## src/rtl/kcl_pkg.sv

```systemverilog
// Shared types, codes and widths of the keyed connection list.
package kcl_pkg;

   // Default number of entries the table can hold.
   localparam int CAPACITY_DEF = 16;

   // Field widths of the transaction payloads.
   localparam int OP_W     = 3;
   localparam int ID_W     = 16;
   localparam int ACT_W    = 4;
   localparam int STATUS_W = 2;
   localparam int COUNT_W  = 5;

   // Operation codes.
   localparam logic [OP_W-1:0] OP_ADD_FRONT    = 3'd0;
   localparam logic [OP_W-1:0] OP_ADD_BACK     = 3'd1;
   localparam logic [OP_W-1:0] OP_REMOVE_FRONT = 3'd2;
   localparam logic [OP_W-1:0] OP_FIND         = 3'd3;
   localparam logic [OP_W-1:0] OP_DELETE       = 3'd4;
   localparam logic [OP_W-1:0] OP_CLEAR        = 3'd5;

   // Status codes.
   localparam logic [STATUS_W-1:0] ST_OK        = 2'd0;
   localparam logic [STATUS_W-1:0] ST_FULL      = 2'd1;
   localparam logic [STATUS_W-1:0] ST_EMPTY     = 2'd2;
   localparam logic [STATUS_W-1:0] ST_NOT_FOUND = 2'd3;

   typedef struct packed {
      logic [OP_W-1:0]  operation;
      logic [ID_W-1:0]  conn_id;
      logic [ACT_W-1:0] action_code;
   } req_type;

   typedef struct packed {
      logic [STATUS_W-1:0] status;
      logic [ID_W-1:0]     entry_id;
      logic [ACT_W-1:0]    entry_action;
      logic [COUNT_W-1:0]  entry_count;
      logic                is_empty;
   } rsp_type;

   // Requests to the free slot pool.
   typedef struct packed {
      logic take;
      logic put;
      logic clear;
   } pool_ctl_type;

   // Write enables of the slot memories.
   typedef struct packed {
      logic data_we;
      logic link_we;
   } slot_we_type;

endpackage

```

## src/rtl/kcl_slots.sv

```systemverilog
// Slot storage: id and action memory plus link memory, one shared registered read port.
module kcl_slots
   import kcl_pkg::*;
#(
   parameter int CAPACITY = CAPACITY_DEF,
   localparam int SLOT_W = $clog2(CAPACITY)
) (
   input  logic              clock,
   input  slot_we_type       we,
   input  logic [SLOT_W-1:0] data_addr,
   input  logic [ID_W-1:0]   wr_id,
   input  logic [ACT_W-1:0]  wr_act,
   input  logic [SLOT_W-1:0] link_addr,
   input  logic [SLOT_W-1:0] wr_link,
   input  logic [SLOT_W-1:0] rd_addr,
   output logic [ID_W-1:0]   rd_id,
   output logic [ACT_W-1:0]  rd_act,
   output logic [SLOT_W-1:0] rd_link
);

   logic [ID_W-1:0]   slot_id_ff     [CAPACITY];
   logic [ACT_W-1:0]  slot_action_ff [CAPACITY];
   logic [SLOT_W-1:0] slot_link_ff   [CAPACITY];
   logic [ID_W-1:0]   rd_id_ff;
   logic [ACT_W-1:0]  rd_act_ff;
   logic [SLOT_W-1:0] rd_link_ff;

   always_ff @(posedge clock) begin
      if (we.data_we) begin
         slot_id_ff[data_addr]     <= wr_id;
         slot_action_ff[data_addr] <= wr_act;
      end
      if (we.link_we) begin
         slot_link_ff[link_addr] <= wr_link;
      end
      rd_id_ff   <= slot_id_ff[rd_addr];
      rd_act_ff  <= slot_action_ff[rd_addr];
      rd_link_ff <= slot_link_ff[rd_addr];
   end

   assign rd_id   = rd_id_ff;
   assign rd_act  = rd_act_ff;
   assign rd_link = rd_link_ff;

endmodule

```

## src/rtl/kcl_pool.sv

```systemverilog
// Free slot pool: a stack of returned slots above a high-water mark of never-used slots.
module kcl_pool
   import kcl_pkg::*;
#(
   parameter int CAPACITY = CAPACITY_DEF,
   localparam int SLOT_W = $clog2(CAPACITY),
   localparam int CNT_W  = $clog2(CAPACITY + 1)
) (
   input  logic              clock,
   input  logic              reset,
   input  pool_ctl_type      ctl,
   input  logic [SLOT_W-1:0] put_slot,
   output logic [SLOT_W-1:0] free_slot,
   output logic [CNT_W-1:0]  held_count
);

   logic [CNT_W-1:0]  hwm_ff, hwm_in;
   logic [CNT_W-1:0]  sp_ff, sp_in;
   logic [SLOT_W-1:0] stack_ff [CAPACITY];
   logic [SLOT_W-1:0] top_ff;
   logic [SLOT_W-1:0] top_addr;

   // The top of the stack is read every cycle; it is stable in the cycle after sp settles.
   assign top_addr = (sp_ff == '0) ? '0 : SLOT_W'(sp_ff - CNT_W'(1));

   always_ff @(posedge clock) begin
      if (ctl.put) begin
         stack_ff[sp_ff[SLOT_W-1:0]] <= put_slot;
      end
      top_ff <= stack_ff[top_addr];
   end

   always_comb begin
      hwm_in = hwm_ff;
      sp_in  = sp_ff;
      priority if (ctl.clear) begin
         hwm_in = '0;
         sp_in  = '0;
      end else if (ctl.take) begin
         if (sp_ff != '0) begin
            sp_in = sp_ff - CNT_W'(1);
         end else begin
            hwm_in = hwm_ff + CNT_W'(1);
         end
      end else if (ctl.put) begin
         sp_in = sp_ff + CNT_W'(1);
      end
   end

   always_ff @(posedge clock) begin
      if (reset) begin
         hwm_ff <= '0;
         sp_ff  <= '0;
      end else begin
         hwm_ff <= hwm_in;
         sp_ff  <= sp_in;
      end
   end

   assign free_slot  = (sp_ff != '0) ? top_ff : hwm_ff[SLOT_W-1:0];
   assign held_count = hwm_ff - sp_ff;

   // Every slot on the stack was once handed out below the high-water mark.
   a_stack_below_hwm: assert property (@(posedge clock) disable iff (reset)
      sp_ff <= hwm_ff)
      else $error("free stack deeper than the high-water mark");

   a_hwm_in_range: assert property (@(posedge clock) disable iff (reset)
      hwm_ff <= CNT_W'(CAPACITY))
      else $error("high-water mark beyond capacity");

   a_one_request: assert property (@(posedge clock) disable iff (reset)
      !(ctl.take && ctl.put))
      else $error("slot taken and returned in the same cycle");

endmodule

```

## src/rtl/keyed_connection_list.sv

```systemverilog
// Top level of the keyed connection list: sequencer, front/back pointers and result register.
//
//   channel   direction  handshake              payload
//   req_      in         req_valid / req_stall  req_data  (operation, conn_id, action_code)
//   rsp_      out        rsp_valid / rsp_stall  rsp_data  (status, entry_id, entry_action,
//                                                          entry_count, is_empty)
//
// Add, remove front, clear and the unused codes pass through the fetch and execute steps.
// Find and delete pass through the fetch step and then walk the list from the front until
// the match or the last entry held; on an empty table they go to the execute step instead.
// The walk reads one slot per cycle through the single read port of the slot memory.
// Reset clears the sequencer, the pointers and the free slot pool at once; no clearing pass.
// A new transaction is accepted only while the sequencer is idle, even when a result still
// waits in the output register; a stalled result holds the finishing step until it is taken.
module keyed_connection_list
   import kcl_pkg::*;
#(
   parameter int CAPACITY = CAPACITY_DEF
) (
   input  logic    clock,
   input  logic    reset,
   input  logic    req_valid,
   output logic    req_stall,
   input  req_type req_data,
   output logic    rsp_valid,
   input  logic    rsp_stall,
   output rsp_type rsp_data
);

   localparam int SLOT_W = $clog2(CAPACITY);
   localparam int CNT_W  = $clog2(CAPACITY + 1);

   // Sequencer states.
   localparam logic [1:0] S_IDLE  = 2'd0;
   localparam logic [1:0] S_FETCH = 2'd1;
   localparam logic [1:0] S_EXEC  = 2'd2;
   localparam logic [1:0] S_WALK  = 2'd3;

   logic [1:0]        state_ff, state_in;
   req_type           req_ff, req_in;
   logic [SLOT_W-1:0] front_ff, front_in;
   logic [SLOT_W-1:0] back_ff, back_in;
   logic [SLOT_W-1:0] cur_ff, cur_in;
   logic [SLOT_W-1:0] prev_ff, prev_in;
   logic [CNT_W-1:0]  step_ff, step_in;
   rsp_type           rsp_ff, rsp_in;
   logic              rsp_valid_ff, rsp_valid_in;

   // Slot memory connections.
   slot_we_type       slot_we;
   logic [SLOT_W-1:0] data_addr;
   logic [SLOT_W-1:0] link_addr;
   logic [SLOT_W-1:0] wr_link;
   logic [SLOT_W-1:0] rd_addr;
   logic [ID_W-1:0]   rd_id;
   logic [ACT_W-1:0]  rd_act;
   logic [SLOT_W-1:0] rd_link;

   // Free slot pool connections.
   pool_ctl_type      pool_ctl;
   logic [SLOT_W-1:0] put_slot;
   logic [SLOT_W-1:0] free_slot;
   logic [CNT_W-1:0]  held_count;

   logic                      req_take;
   logic                      out_free;
   logic                      rsp_load;
   logic                      is_search;
   logic                      hit;
   logic                      last_step;
   logic [STATUS_W-1:0]       status;
   logic [ID_W-1:0]           entry_id;
   logic [ACT_W-1:0]          entry_action;
   logic [CNT_W-1:0]          count_next;
   logic [CNT_W+COUNT_W-1:0]  count_ext;

   kcl_slots #(.CAPACITY(CAPACITY)) u_slots (
      .clock     (clock),
      .we        (slot_we),
      .data_addr (data_addr),
      .wr_id     (req_ff.conn_id),
      .wr_act    (req_ff.action_code),
      .link_addr (link_addr),
      .wr_link   (wr_link),
      .rd_addr   (rd_addr),
      .rd_id     (rd_id),
      .rd_act    (rd_act),
      .rd_link   (rd_link)
   );

   kcl_pool #(.CAPACITY(CAPACITY)) u_pool (
      .clock      (clock),
      .reset      (reset),
      .ctl        (pool_ctl),
      .put_slot   (put_slot),
      .free_slot  (free_slot),
      .held_count (held_count)
   );

   assign req_stall = (state_ff != S_IDLE);
   assign req_take  = req_valid && !req_stall;
   // The result register can take a new result when empty or when its result leaves now.
   assign out_free  = !rsp_valid_ff || !rsp_stall;

   assign is_search = (req_ff.operation == OP_FIND) || (req_ff.operation == OP_DELETE);
   assign hit       = (rd_id == req_ff.conn_id);
   assign last_step = (CNT_W'(step_ff + CNT_W'(1)) == held_count);

   always_comb begin
      state_in     = state_ff;
      req_in       = req_ff;
      front_in     = front_ff;
      back_in      = back_ff;
      cur_in       = cur_ff;
      prev_in      = prev_ff;
      step_in      = step_ff;
      slot_we      = '0;
      data_addr    = free_slot;
      link_addr    = free_slot;
      wr_link      = front_ff;
      rd_addr      = front_ff;
      pool_ctl     = '0;
      put_slot     = front_ff;
      rsp_load     = 1'b0;
      status       = ST_OK;
      entry_id     = '0;
      entry_action = '0;
      count_next   = held_count;

      unique case (state_ff)
         S_IDLE: begin
            if (req_take) begin
               req_in   = req_data;
               state_in = S_FETCH;
            end
         end

         // Slot and pool reads are issued here; their data is ready in the next state.
         S_FETCH: begin
            cur_in  = front_ff;
            prev_in = front_ff;
            step_in = '0;
            if (is_search && (held_count != '0)) begin
               state_in = S_WALK;
            end else begin
               state_in = S_EXEC;
            end
         end

         S_EXEC: begin
            if (out_free) begin
               rsp_load = 1'b1;
               state_in = S_IDLE;
               unique case (req_ff.operation)
                  OP_ADD_FRONT, OP_ADD_BACK: begin
                     if (held_count == CNT_W'(CAPACITY)) begin
                        status = ST_FULL;
                     end else begin
                        slot_we.data_we = 1'b1;
                        pool_ctl.take   = 1'b1;
                        count_next      = held_count + CNT_W'(1);
                        if (held_count == '0) begin
                           front_in = free_slot;
                           back_in  = free_slot;
                        end else if (req_ff.operation == OP_ADD_FRONT) begin
                           // The new entry points at the old front.
                           slot_we.link_we = 1'b1;
                           link_addr       = free_slot;
                           wr_link         = front_ff;
                           front_in        = free_slot;
                        end else begin
                           // The old back entry points at the new one.
                           slot_we.link_we = 1'b1;
                           link_addr       = back_ff;
                           wr_link         = free_slot;
                           back_in         = free_slot;
                        end
                     end
                  end
                  OP_REMOVE_FRONT: begin
                     if (held_count == '0) begin
                        status = ST_EMPTY;
                     end else begin
                        entry_id     = rd_id;
                        entry_action = rd_act;
                        front_in     = rd_link;
                        pool_ctl.put = 1'b1;
                        put_slot     = front_ff;
                        count_next   = held_count - CNT_W'(1);
                        if (held_count == CNT_W'(1)) begin
                           front_in = '0;
                           back_in  = '0;
                        end
                     end
                  end
                  OP_FIND, OP_DELETE: begin
                     // Only an empty table reaches this point.
                     status = ST_NOT_FOUND;
                  end
                  OP_CLEAR: begin
                     pool_ctl.clear = 1'b1;
                     front_in       = '0;
                     back_in        = '0;
                     count_next     = '0;
                  end
                  default: begin
                  end
               endcase
            end
         end

         // One entry is compared per cycle; a match or the last entry waits for a free result register.
         S_WALK: begin
            rd_addr = cur_ff;
            priority if (hit) begin
               if (out_free) begin
                  rsp_load     = 1'b1;
                  state_in     = S_IDLE;
                  entry_id     = rd_id;
                  entry_action = rd_act;
                  if (req_ff.operation == OP_DELETE) begin
                     pool_ctl.put = 1'b1;
                     put_slot     = cur_ff;
                     count_next   = held_count - CNT_W'(1);
                     if (step_ff == '0) begin
                        front_in = rd_link;
                     end else begin
                        // Unlink by pointing the previous entry past the match.
                        slot_we.link_we = 1'b1;
                        link_addr       = prev_ff;
                        wr_link         = rd_link;
                     end
                     if (cur_ff == back_ff) begin
                        back_in = prev_ff;
                     end
                     if (held_count == CNT_W'(1)) begin
                        front_in = '0;
                        back_in  = '0;
                     end
                  end
               end
            end else if (last_step) begin
               if (out_free) begin
                  rsp_load = 1'b1;
                  state_in = S_IDLE;
                  status   = ST_NOT_FOUND;
               end
            end else begin
               rd_addr = rd_link;
               cur_in  = rd_link;
               prev_in = cur_ff;
               step_in = step_ff + CNT_W'(1);
            end
         end

         default: begin
            state_in = S_IDLE;
         end
      endcase
   end

   // The count field is the low bits of the number of entries held.
   assign count_ext = {{COUNT_W{1'b0}}, count_next};

   always_comb begin
      rsp_in.status       = status;
      rsp_in.entry_id     = entry_id;
      rsp_in.entry_action = entry_action;
      rsp_in.entry_count  = count_ext[COUNT_W-1:0];
      rsp_in.is_empty     = (count_next == '0);
   end

   assign rsp_valid_in = rsp_load || (rsp_valid_ff && rsp_stall);

   always_ff @(posedge clock) begin
      if (reset) begin
         state_ff     <= S_IDLE;
         front_ff     <= '0;
         back_ff      <= '0;
         rsp_valid_ff <= 1'b0;
      end else begin
         state_ff     <= state_in;
         front_ff     <= front_in;
         back_ff      <= back_in;
         rsp_valid_ff <= rsp_valid_in;
      end
   end

   always_ff @(posedge clock) begin
      req_ff  <= req_in;
      cur_ff  <= cur_in;
      prev_ff <= prev_in;
      step_ff <= step_in;
      if (rsp_load) begin
         rsp_ff <= rsp_in;
      end
   end

   assign rsp_valid = rsp_valid_ff;
   assign rsp_data  = rsp_ff;

   // An accepted transaction always starts with the read fetch step.
   a_accept_fetch: assert property (@(posedge clock) disable iff (reset)
      req_take |=> (state_ff == S_FETCH))
      else $error("accepted transaction did not enter the fetch step");

   // The walk never runs past the entries held.
   a_walk_bounded: assert property (@(posedge clock) disable iff (reset)
      (state_ff == S_WALK) |-> (step_ff < held_count))
      else $error("walk ran past the last entry");

   // An empty table has both pointers back at slot zero.
   a_empty_pointers: assert property (@(posedge clock) disable iff (reset)
      ((state_ff == S_IDLE) && (held_count == '0)) |-> ((front_ff == '0) && (back_ff == '0)))
      else $error("empty table with a stale front or back pointer");

endmodule
```

## config.mk

```make
export PLATFORM = sky130hd
export DESIGN_NAME = keyed_connection_list
export DESIGN_NICKNAME = d
export VERILOG_FILES = /design/src/rtl/kcl_pkg.sv /design/src/rtl/kcl_slots.sv /design/src/rtl/kcl_pool.sv /design/src/rtl/keyed_connection_list.sv
export SDC_FILE = /design/constraint.sdc
export NUM_CORES = 1
export LEC_CHECK = 0
export BUFFER_PORTS_ARGS = -buffer_cell sky130_fd_sc_hd__clkbuf_2
export CORE_UTILIZATION = 62
export DETAILED_ROUTE_END_ITERATION = 8
export PLACE_DENSITY = 0.79
export SLEW_MARGIN = 5
export SYNTH_ARGS = -nofsm -noshare
export SYNTH_HDL_FRONTEND = slang
export SYNTH_SLANG_ARGS = --single-unit
```

## constraint.sdc

```tcl
create_clock -name clock -period 5.6 [get_ports clock]
set_clock_uncertainty 0.2 [all_clocks]
set_input_delay 1.12 -clock clock [delete_from_list [all_inputs] [get_ports clock]]
set_output_delay 1.12 -clock clock [all_outputs]
set_load 0.02 [all_outputs]
```

==> results.yml, run 1 <==
setup_path:
  arrival_ps: 5180
  crit_fanout: 24
  required_ps: 5860
  critPathKind: "reg -> reg"
  crit_slowest_cell: "or4_1"
  r2r-start: "u_pool.sp_ff[1]$_SDFFE_PP0P_"
  path_buf_inv: 3
  cp-startpoint: "u_pool.sp_ff[1]$_SDFFE_PP0P_"
  cpLargestDelayFamily: "compound AO/OA/AOI/OAI gates"
  cpPeakStageDelay_ps: 550
  setup.worst_path.start_class: "flip-flop"
  cp-end-kind: "flip-flop"
  cpMostUsedCell: "inv_1"
  crit_chain: "inv_1 > fa_1 > a21o_1 > a21oi_2 > xnor3_1 > o31ai_2 > mux2_2 > mux2i_1 > inv_1 > nand3_1 > buf_4 > o22ai_1 > or4_1"
  rr_endpoint: "u_slots.rd_id[6]$_DFF_P_"
  ff2ff_path_depth: 13
  reg2reg_slack_ps: 690
clock_tree:
  post_cts_buffers: 0
  numClockSinks: 561
  cts.path.max_buffers: 3
  cts_tree: "done"
  worstSkewPairLatency_ps: 600
  cts.clk_slew.worst_paths_ps: 60
  hold_buffers: 0
  htree_num_levels: 2
  numCtsBuffers: 54
  cts_resized: 0
  root_buffer: "clkbuf_16"
routing:
  wl_met3_um: 3600
  highest_layer: "met4"
  drtIter0Drc: 1115
  via_per_inst: 6.36
  wl_met1_um: 20800
  wl_um: 51000
  wl_met2_um: 24600
  wl_per_cell_um: 24.6
  drc: 0
  dr.pass1.iters: 6
  vias: 13200
  drtAntennaViolNets: 0
hold_path:
  worstHoldStart: "back_ff[0]$_SDFFE_PP0P_"
  worstHoldPathCells: 2
  min_to: "back_ff[0]$_SDFFE_PP0P_"
  hp-class: "reg -> reg"
floorplan:
  num_rows: 70
  pin_count: 57
  die_height_um: 195
  start_util_pct: 62.9
  die_x_um: 195
  die-area_um2: 37900
  core_um2: 36600
synth:
  synthDistinctLibCells: 64
  synth_area_per_cell_um2: 15.6
  ys_async_sr_fraction_pct: 0
  yosys.area.top_type_share_pct: 66.8
  ys_ff_latch: 561
  synth-seq-area-share_pct: 71.0
  synth-edff-count: 512
  synth.cell_area_um2: 23000
  yosysMostFrequentCell: "edfxtp_1"
  yosys_warnings: 0
  syn_inst: 1474
  synth_nets: 1517
  synthTopCellsByArea: "edfxtp_1 67%, mux2i_1 5.4%, dfxtp_1 4.3%"
  synth_area_leader_cell: "edfxtp_1"
  synth_common_cells: "512 x edfxtp_1, 125 x mux2i_1, 98 x nor2_1, 76 x mux2_2, 53 x o22ai_1"
  synth_ff_type: "edfxtp_1"
timing:
  slew-limit-headroom_pct: 25.7
  worst_pin_slew_ps: 1110
  rsz0062_at_grt: "false"
  slew_viol_final: 0
  fmax_mhz: 203
  setup_viol_count_final: 0
  hold_ws_ps: 306
  hold_viol: 0
  min_period_ps: 4910
  setup_tns_ps: 0
  finalCritPeriodShare_pct: 87.8
  worst_slack_ps: 686
global_routing:
  grt_pass1_wl_um: 77200
  grt_pass1_vias: 13300
  grt_max_degree: 127
  antenna_found_initial: 0
  grt_usage_pct: 27.2
  overflow: 0
job:
  cap_violations: 0
power_and_ir_drop:
  power.density_nw_per_um2: 336
  p_leak_nw: 9.37
  ir_drop_mv: 0.278
  power_mw: 8.67
finish:
  nNetsFinal: 1605
  drive_above_1_share_pct: 19.5
  area_delta_synth_final_pct: 12.0
  fillCellCount: 2308
  num_antenna_cells: 0
placement:
  hpwlAfterDp_um: 29900
  place_ws_ps: 734
  gp_congestion: 0.949
  port_buffers: 56
status:
  outcome: "complete, no violations"
-- metrics by stage --
stage                     cells  instance area (um^2)  utilization (%)
after detailed placement   1974                 24000             65.6
final                      2075                 25800             70.5
after global placement     1974                 24000             65.6
after CTS                  2075                 25800             70.5
after floorplan            1474                 23000                -
after global routing       2075                 25800             70.5
-- routing by layer --
metal / GRT usage (%) / up-vias
li1: - / 5932
met1: 36.3 / 6518
met2: 44.9 / 610
met3: 4.27 / 129
met4: 11.4 / 0
met5: 0 / -
-- cells in the final DEF, fill, tap and decap left out, types with 7 or more instances in the layout --
master     instances
or4_1             25
and2_1            26
edfxtp_1         512
clkinv_2          11
a211oi_1          34
o22ai_1           53
mux2i_1          125
xor2_1            25
inv_1             20
nor3_1            12
nor2b_1           11
o21ai_0           22
a22o_1            49
nor2_1            79
or3_1             11
nand3_1           20
mux2_2            76
clkbuf_2          56
dfxtp_1           49
mux2_1             9
clkbuf_16         54
mux2_4            16
a21oi_1           31
clkinv_1          16
nor4_1             7
nand4_1            8
buf_4             40
nor2_2            20
nand2_1           50
or2_2              8
ha_1              15
xnor2_1           12
-- report_power, final --
part	switching, mW	total [mW]	internal [mW]
registers	0.0728	4.70	4.63
clock network	1.54	3.60	2.06
logic	0.227	0.373	0.146
total	1.84	8.67	6.83
-- layout make-up --
| class | count | area [um^2] | area share [%] |
|---|---|---|---|
| Clock inverter | 41 | 392 | 1.52 |
| Inverter | 22 | 82.6 | 0.320 |
| Multi-Input combinational cell | 821 | 6310 | 24.4 |
| Timing Repair Buffer | 102 | 701 | 2.72 |
| Clock buffer | 60 | 1370 | 5.33 |
| Tap cell | 468 | 586 | 2.27 |
| Sequential cell | 561 | 16400 | 63.4 |
-- flip-flops by register name (all words and copies together), names as in the netlist, 4 cells and up --
name,count
u_pool.hwm_ff,5
rsp_data,28
front_ff,4
u_slots.slot_action_ff,64
u_pool.stack_ff,64
req_ff,23
cur_ff,4
u_pool.top_ff,4
u_slots.rd_act,4
back_ff,4
prev_ff,4
u_slots.slot_id_ff,256
u_pool.sp_ff,5
u_slots.rd_link,4
u_slots.rd_id,16
u_slots.slot_link_ff,64
step_ff,5
-- worst min-delay path: stages (launching register included) --
cell      delay (ps)
dfxtp_1          330
inv_1             60
a211oi_1          60
-- cell families after synthesis --
logic type,after synthesis,share of synthesized area (%)
AOI/OAI and AO/OA,238,7.25
xor gates and xnor gates,39,1.60
adders and majority gates,16,0.902
buffers and inverters,92,1.97
DFF,561,71.0
muxes,226,10.6
and+or+nand+nor,302,6.64
-- worst max-delay path by stage --
stage                                                   endpoint  slack [ps]  cells after the start
after floorplan           u_slots.slot_action_ff[3][0]$_DFFE_PP_        1290                     10
after global placement                  u_slots.rd_id[3]$_DFF_P_         950                     13
after detailed placement               u_slots.rd_id[15]$_DFF_P_         730                     13
after CTS                               u_slots.rd_id[6]$_DFF_P_         700                     13
after global routing                    u_slots.rd_id[6]$_DFF_P_         360                     13
final                                   u_slots.rd_id[6]$_DFF_P_         690                     13
(Power assumes the default switching activity.)
==> run 2: changes to the inputs <==
CORE_ASPECT_RATIO = 0.6   (was not set)
CORE_UTILIZATION = 50   (was 62)
PLACE_DENSITY = 0.66   (was 0.79)
==> run 2 against run 1 <==
Critical endpoint is now u_slots.slot_id_ff[13][6]$_DFFE_PP_; first-iteration DRC count rose by 64%; combinational power rose by 7.8%; cell area grew 0.67%; final cell count grew 7.6%.
==> results.yml, run 2 (synthesis gave the netlist of run 1 again) <==
status:
  outcome: "complete, no violations"
routing:
  via_per_inst: 5.98
  drc: 0
  drtIter0Drc: 1826
  wl_um: 55100
  wl_per_cell_um: 24.7
  drtAntennaViolNets: 0
  vias: 13300
  dr.pass1.iters: 6
floorplan:
  die-area_um2: 47000
  pin_count: 57
  die_x_um: 279
  core_um2: 45100
  die_height_um: 168
  start_util_pct: 51.0
  num_rows: 60
timing:
  finalCritPeriodShare_pct: 96.5
  slew_viol_final: 0
  rsz0062_at_grt: "false"
  fmax_mhz: 185
  min_period_ps: 5400
  worst_pin_slew_ps: 1200
  setup_tns_ps: 0
  slew-limit-headroom_pct: 19.0
  hold_viol: 0
  setup_viol_count_final: 0
finish:
  num_antenna_cells: 0
  largest_reg_flops: 256
  largest_register: "u_slots.slot_id_ff"
  drive_above_1_share_pct: 20.2
  area_delta_synth_final_pct: 12.8
  nNetsFinal: 1613
  final_cell_mix: "512 x edfxtp_1, 125 x mux2i_1, 79 x nor2_1"
  final_common_cell: "edfxtp_1"
  finalInstanceArea_um2: 26000
setup_path:
  critPathKind: "reg -> reg"
  setup.worst_path.start_class: "flip-flop"
  cp-startpoint: "u_pool.sp_ff[1]$_SDFFE_PP0P_"
  path_buf_inv: 3
  crit_fanout: 14
  cpLargestDelayFamily: "simple AND/OR/NAND/NOR gates"
  arrival_ps: 5480
  required_ps: 5680
  cp-end-kind: "flip-flop"
  r2r-start: "u_pool.sp_ff[1]$_SDFFE_PP0P_"
  crit_chain: "inv_1 > fa_1 > inv_1 > ha_1 > and2_1 > o21ai_1 > o21ai_1 > nor2_1 > nand3b_1 > nor2_2 > buf_12"
  crit_slowest_cell: "fa_1"
  cpPeakStageDelay_ps: 840
power_and_ir_drop:
  netSwitchingPower_mw: 1.86
  pwr-share-comb_pct: 4.7
  ir_drop_mv: 0.260
  pwr-share-seq_pct: 55.4
  internal_power_mw: 6.63
  power.density_nw_per_um2: 327
  p_leak_nw: 9.38
  power.share.clock_pct: 39.9
  p_sw_share_pct: 21.9
clock_tree:
  root_buffer: "clkbuf_16"
  post_cts_buffers: 0
  cts_resized: 0
  numCtsBuffers: 50
  cts.path.max_buffers: 3
  hold_buffers: 0
  numClockSinks: 561
  worstSkewPairLatency_ps: 580
  cts_tree: "done"
  cts.clk_slew.worst_paths_ps: 70
  htree_num_levels: 2
global_routing:
  overflow: 0
  grt_pass1_wl_um: 82300
  grt_pass1_vias: 12700
  grt_usage_pct: 23.6
  antenna_found_initial: 1
  grt_max_degree: 81
placement:
  port_buffers: 56
  postPlaceCellArea_um2: 24400
  hpwlAfterDp_um: 35600
  gp_congestion: 0.949
hold_path:
  hp-class: "reg -> reg"
  worstHoldStart: "back_ff[2]$_SDFFE_PP0P_"
job:
  cap_violations: 0
## run 2: changes by cell type in the layout (fill, tap and decap cells not counted)
cell,previous run,this run
clkinv_1,16,6
buf_4,40,49
buf_12,6,9
bufinv_16,6,3
clkbuf_1,6,9
clkbuf_16,54,51
clkinv_4,0,3
clkbuf_8,0,2
clkinv_2,11,13
clkinvlp_4,4,5
inv_16,1,0
inv_6,2,1
nor2_2,20,19
nor2_4,0,1
## run 2: worst reg2reg max path, delay by kind of cell (launching register included)
family	cells	cell delay [ps]
compound gates	2	870
fa+ha+maj	2	1130
buf+inv	3	620
flops	1	450
simple gates	4	1830
## run 2: worst paths after layout
check                           depth (start not counted)                             endpoint  slack [ps]
worst max register to register                         11  u_slots.slot_id_ff[13][6]$_DFFE_PP_         200
worst min-delay path                                    2              back_ff[2]$_SDFFE_PP0P_         310
worst min register to register                          2              back_ff[2]$_SDFFE_PP0P_         310
worst max-delay path                                   11  u_slots.slot_id_ff[13][6]$_DFFE_PP_         200
## run 2: cell type report
class | count | area, um^2
Fill cell | 3432 | 19100
Inverter | 22 | 82.6
Sequential cell | 561 | 16400
Multi-Input combinational cell | 821 | 6310
Tap cell | 620 | 776
Timing Repair Buffer | 114 | 828
Clock buffer | 62 | 1340
Clock inverter | 32 | 279
## run 2: power groups by stage
stage | logic (mW) | registers [mW] | clock network (mW)
final | 0.402 | 4.70 | 3.38
after global routing | 0.430 | 4.70 | 3.60
after CTS | 0.398 | 4.69 | 3.43
after detailed placement | 0.396 | 4.78 | 0
after global placement | 0.389 | 4.78 | 0
after floorplan | 0.254 | 4.76 | 0
## run 2: through the flow
step	hold WS [ps]	util, %	instances	total power [mW]	setup slack (ps)
final	309	57.6	2232	8.48	196
after global placement	282	54.0	2138	5.17	535
after detailed placement	290	54.0	2138	5.18	484
after CTS	306	57.6	2232	8.52	427
after floorplan	256	-	1474	5.02	1290
after global routing	329	57.6	2232	8.73	104
## run 2: layer usage
metal	global-route usage, %	part of all wire, %	up-vias
met5	0	0.015	-
met4	4.66	1.6	2
met3	5.58	9.8	68
met2	30.7	39	641
met1	39.2	50	6684
li1	-	-	5945
==> run 3: changes to the inputs <==
CELL_PAD_IN_SITES_DETAIL_PLACEMENT = 1   (was not set)
CELL_PAD_IN_SITES_GLOBAL_PLACEMENT = 2   (was not set)
CORE_UTILIZATION = 47   (was 50)
PLACE_DENSITY = 0.82   (was 0.66)
==> run 3 against run 2 <==
The flow now finishes with violations (DRC); routed wire length up 9.7%; highest routed layer unchanged; critical endpoint is now u_slots.rd_id[0]$_DFF_P_; critical path depth up 2; total power down 0.41%.
==> results.yml, run 3 (synthesis gave the netlist of run 1 again) <==
hold_path:
  worstHoldStart: "back_ff[0]$_SDFFE_PP0P_"
  hp-class: "reg -> reg"
  worstHoldPathCells: 2
  min_to: "back_ff[0]$_SDFFE_PP0P_"
power_and_ir_drop:
  p_sw_share_pct: 22.1
  power.share.clock_pct: 39.6
  pwr-share-comb_pct: 4.7
  power.density_nw_per_um2: 327
  ir_drop_mv: 0.219
  power_mw: 8.45
  internal_power_mw: 6.58
  p_leak_nw: 9.30
  pwr-share-seq_pct: 55.7
  netSwitchingPower_mw: 1.87
placement:
  port_buffers: 56
  gp_congestion: 0.841
  hpwlAfterDp_um: 38100
  dp_cells: 2153
setup_path:
  required_ps: 5850
  ff2ff_path_depth: 13
  rr_endpoint: "u_slots.rd_id[0]$_DFF_P_"
  arrival_ps: 5540
  r2r-start: "u_pool.sp_ff[1]$_SDFFE_PP0P_"
  reg2reg_slack_ps: 310
  crit_fanout: 24
  cp-end-kind: "flip-flop"
  setup.worst_path.start_class: "flip-flop"
  critPathKind: "reg -> reg"
clock_tree:
  cts_resized: 0
  numCtsBuffers: 50
  root_buffer: "clkbuf_16"
  numClockSinks: 561
  cts.path.max_buffers: 3
  worstSkewPairLatency_ps: 590
  htree_num_levels: 2
  hold_buffers: 0
  cts.clk_slew.worst_paths_ps: 70
  cts_tree: "done"
  post_cts_buffers: 0
floorplan:
  core_um2: 48100
  die_x_um: 288
  pin_count: 57
  die-area_um2: 49900
  num_rows: 62
  start_util_pct: 47.9
  die_height_um: 173
routing:
  drtAntennaViolNets: 0
  dr.pass1.iters: 7
  via_per_inst: 6.03
  wl_um: 60400
  vias: 13500
  wl_per_cell_um: 26.9
  drtIter0Drc: 1371
  drc: 10
timing:
  fmax_mhz: 189
  setup_tns_ps: 0
  slew_viol_final: 0
  setup_viol_count_final: 0
  hold_viol: 0
  slew-limit-headroom_pct: 21.6
  rsz0062_at_grt: "false"
  hold_ws_ps: 300
  finalCritPeriodShare_pct: 94.4
  worst_pin_slew_ps: 1170
  min_period_ps: 5290
status:
  failed_checks: "DRC"
  outcome: "finished, violations left"
global_routing:
  grt_usage_pct: 24.4
  grt_max_degree: 82
  grt_pass1_vias: 13700
  overflow: 0
  grt_pass1_wl_um: 90100
  antenna_found_initial: 2
finish:
  largest_reg_flops: 256
  drive_above_1_share_pct: 19.6
  seqCellArea_um2: 16400
  num_antenna_cells: 0
  final_cell_mix: "512 x edfxtp_1, 125 x mux2i_1, 80 x nor2_1"
  largest_register: "u_slots.slot_id_ff"
  nNetsFinal: 1608
  final_common_cell: "edfxtp_1"
  fillCellCount: 4540
  area_delta_synth_final_pct: 12.1
  multiInputGateArea_um2: 6310
  stdcell_count: 2245
job:
  cap_violations: 0
==> run 3: final cells by class <==
type	count	share of cell area (%)
multi-input combinational	821	24.4
sequential	561	63.4
clock buffer	67	5.25
timing repair buffer	109	2.72
tap	640	3.10
clock inverter	25	0.800
inverter	22	0.320
==> run 3: layer usage <==
layer	global-route usage [%]	vias up	wire length (um)
met3	4.38	77	4790
met4	4.56	2	884
met1	38.6	7051	28700
li1	-	5906	-
met5	0	-	13
met2	35.4	495	26000
==> run 3: worst max-delay path, cell delays in order (launching register included) <==
cell     delay [ps]
dfxtp_1         470
inv_1           190
fa_1            490
a21o_1          190
a21oi_2         180
xnor3_1         480
o31ai_2         590
mux2_2          410
mux2i_1         440
inv_1           220
nand3_1         130
buf_4           410
o22ai_1         170
or4_1           570
==> run 3: worst max path at each step <==
stage                     slack (ps)                                     end                    startpoint  cells after the start
after global routing             170              u_slots.rd_link[3]$_DFF_P_  u_pool.sp_ff[1]$_SDFFE_PP0P_                     13
final                            310                u_slots.rd_id[0]$_DFF_P_  u_pool.sp_ff[1]$_SDFFE_PP0P_                     13
after global placement           680               u_slots.rd_act[1]$_DFF_P_  u_pool.sp_ff[1]$_SDFFE_PP0P_                     13
after detailed placement         410              u_slots.rd_link[2]$_DFF_P_  u_pool.sp_ff[1]$_SDFFE_PP0P_                     13
after CTS                        370                u_slots.rd_id[0]$_DFF_P_  u_pool.sp_ff[1]$_SDFFE_PP0P_                     13
after floorplan                 1290  u_slots.slot_action_ff[3][0]$_DFFE_PP_  u_pool.sp_ff[1]$_SDFFE_PP0P_                     10
==> run 3: stage by stage <==
step                      setup slack, ps  area, um^2  util [%]
after CTS                             369       25800      53.7
after detailed placement              408       24300      50.4
final                                 313       25800      53.7
after global routing                  165       25800      53.7
after global placement                683       24300      50.4
after floorplan                      1290       23000         -
==> run 3: power groups by stage <==
stage	Clock (mW)	Sequential [mW]	Combinational (mW)
final	3.35	4.70	0.398
after global routing	3.55	4.71	0.426
after floorplan	0	4.76	0.254
after CTS	3.41	4.70	0.396
after detailed placement	0	4.79	0.391
after global placement	0	4.79	0.380
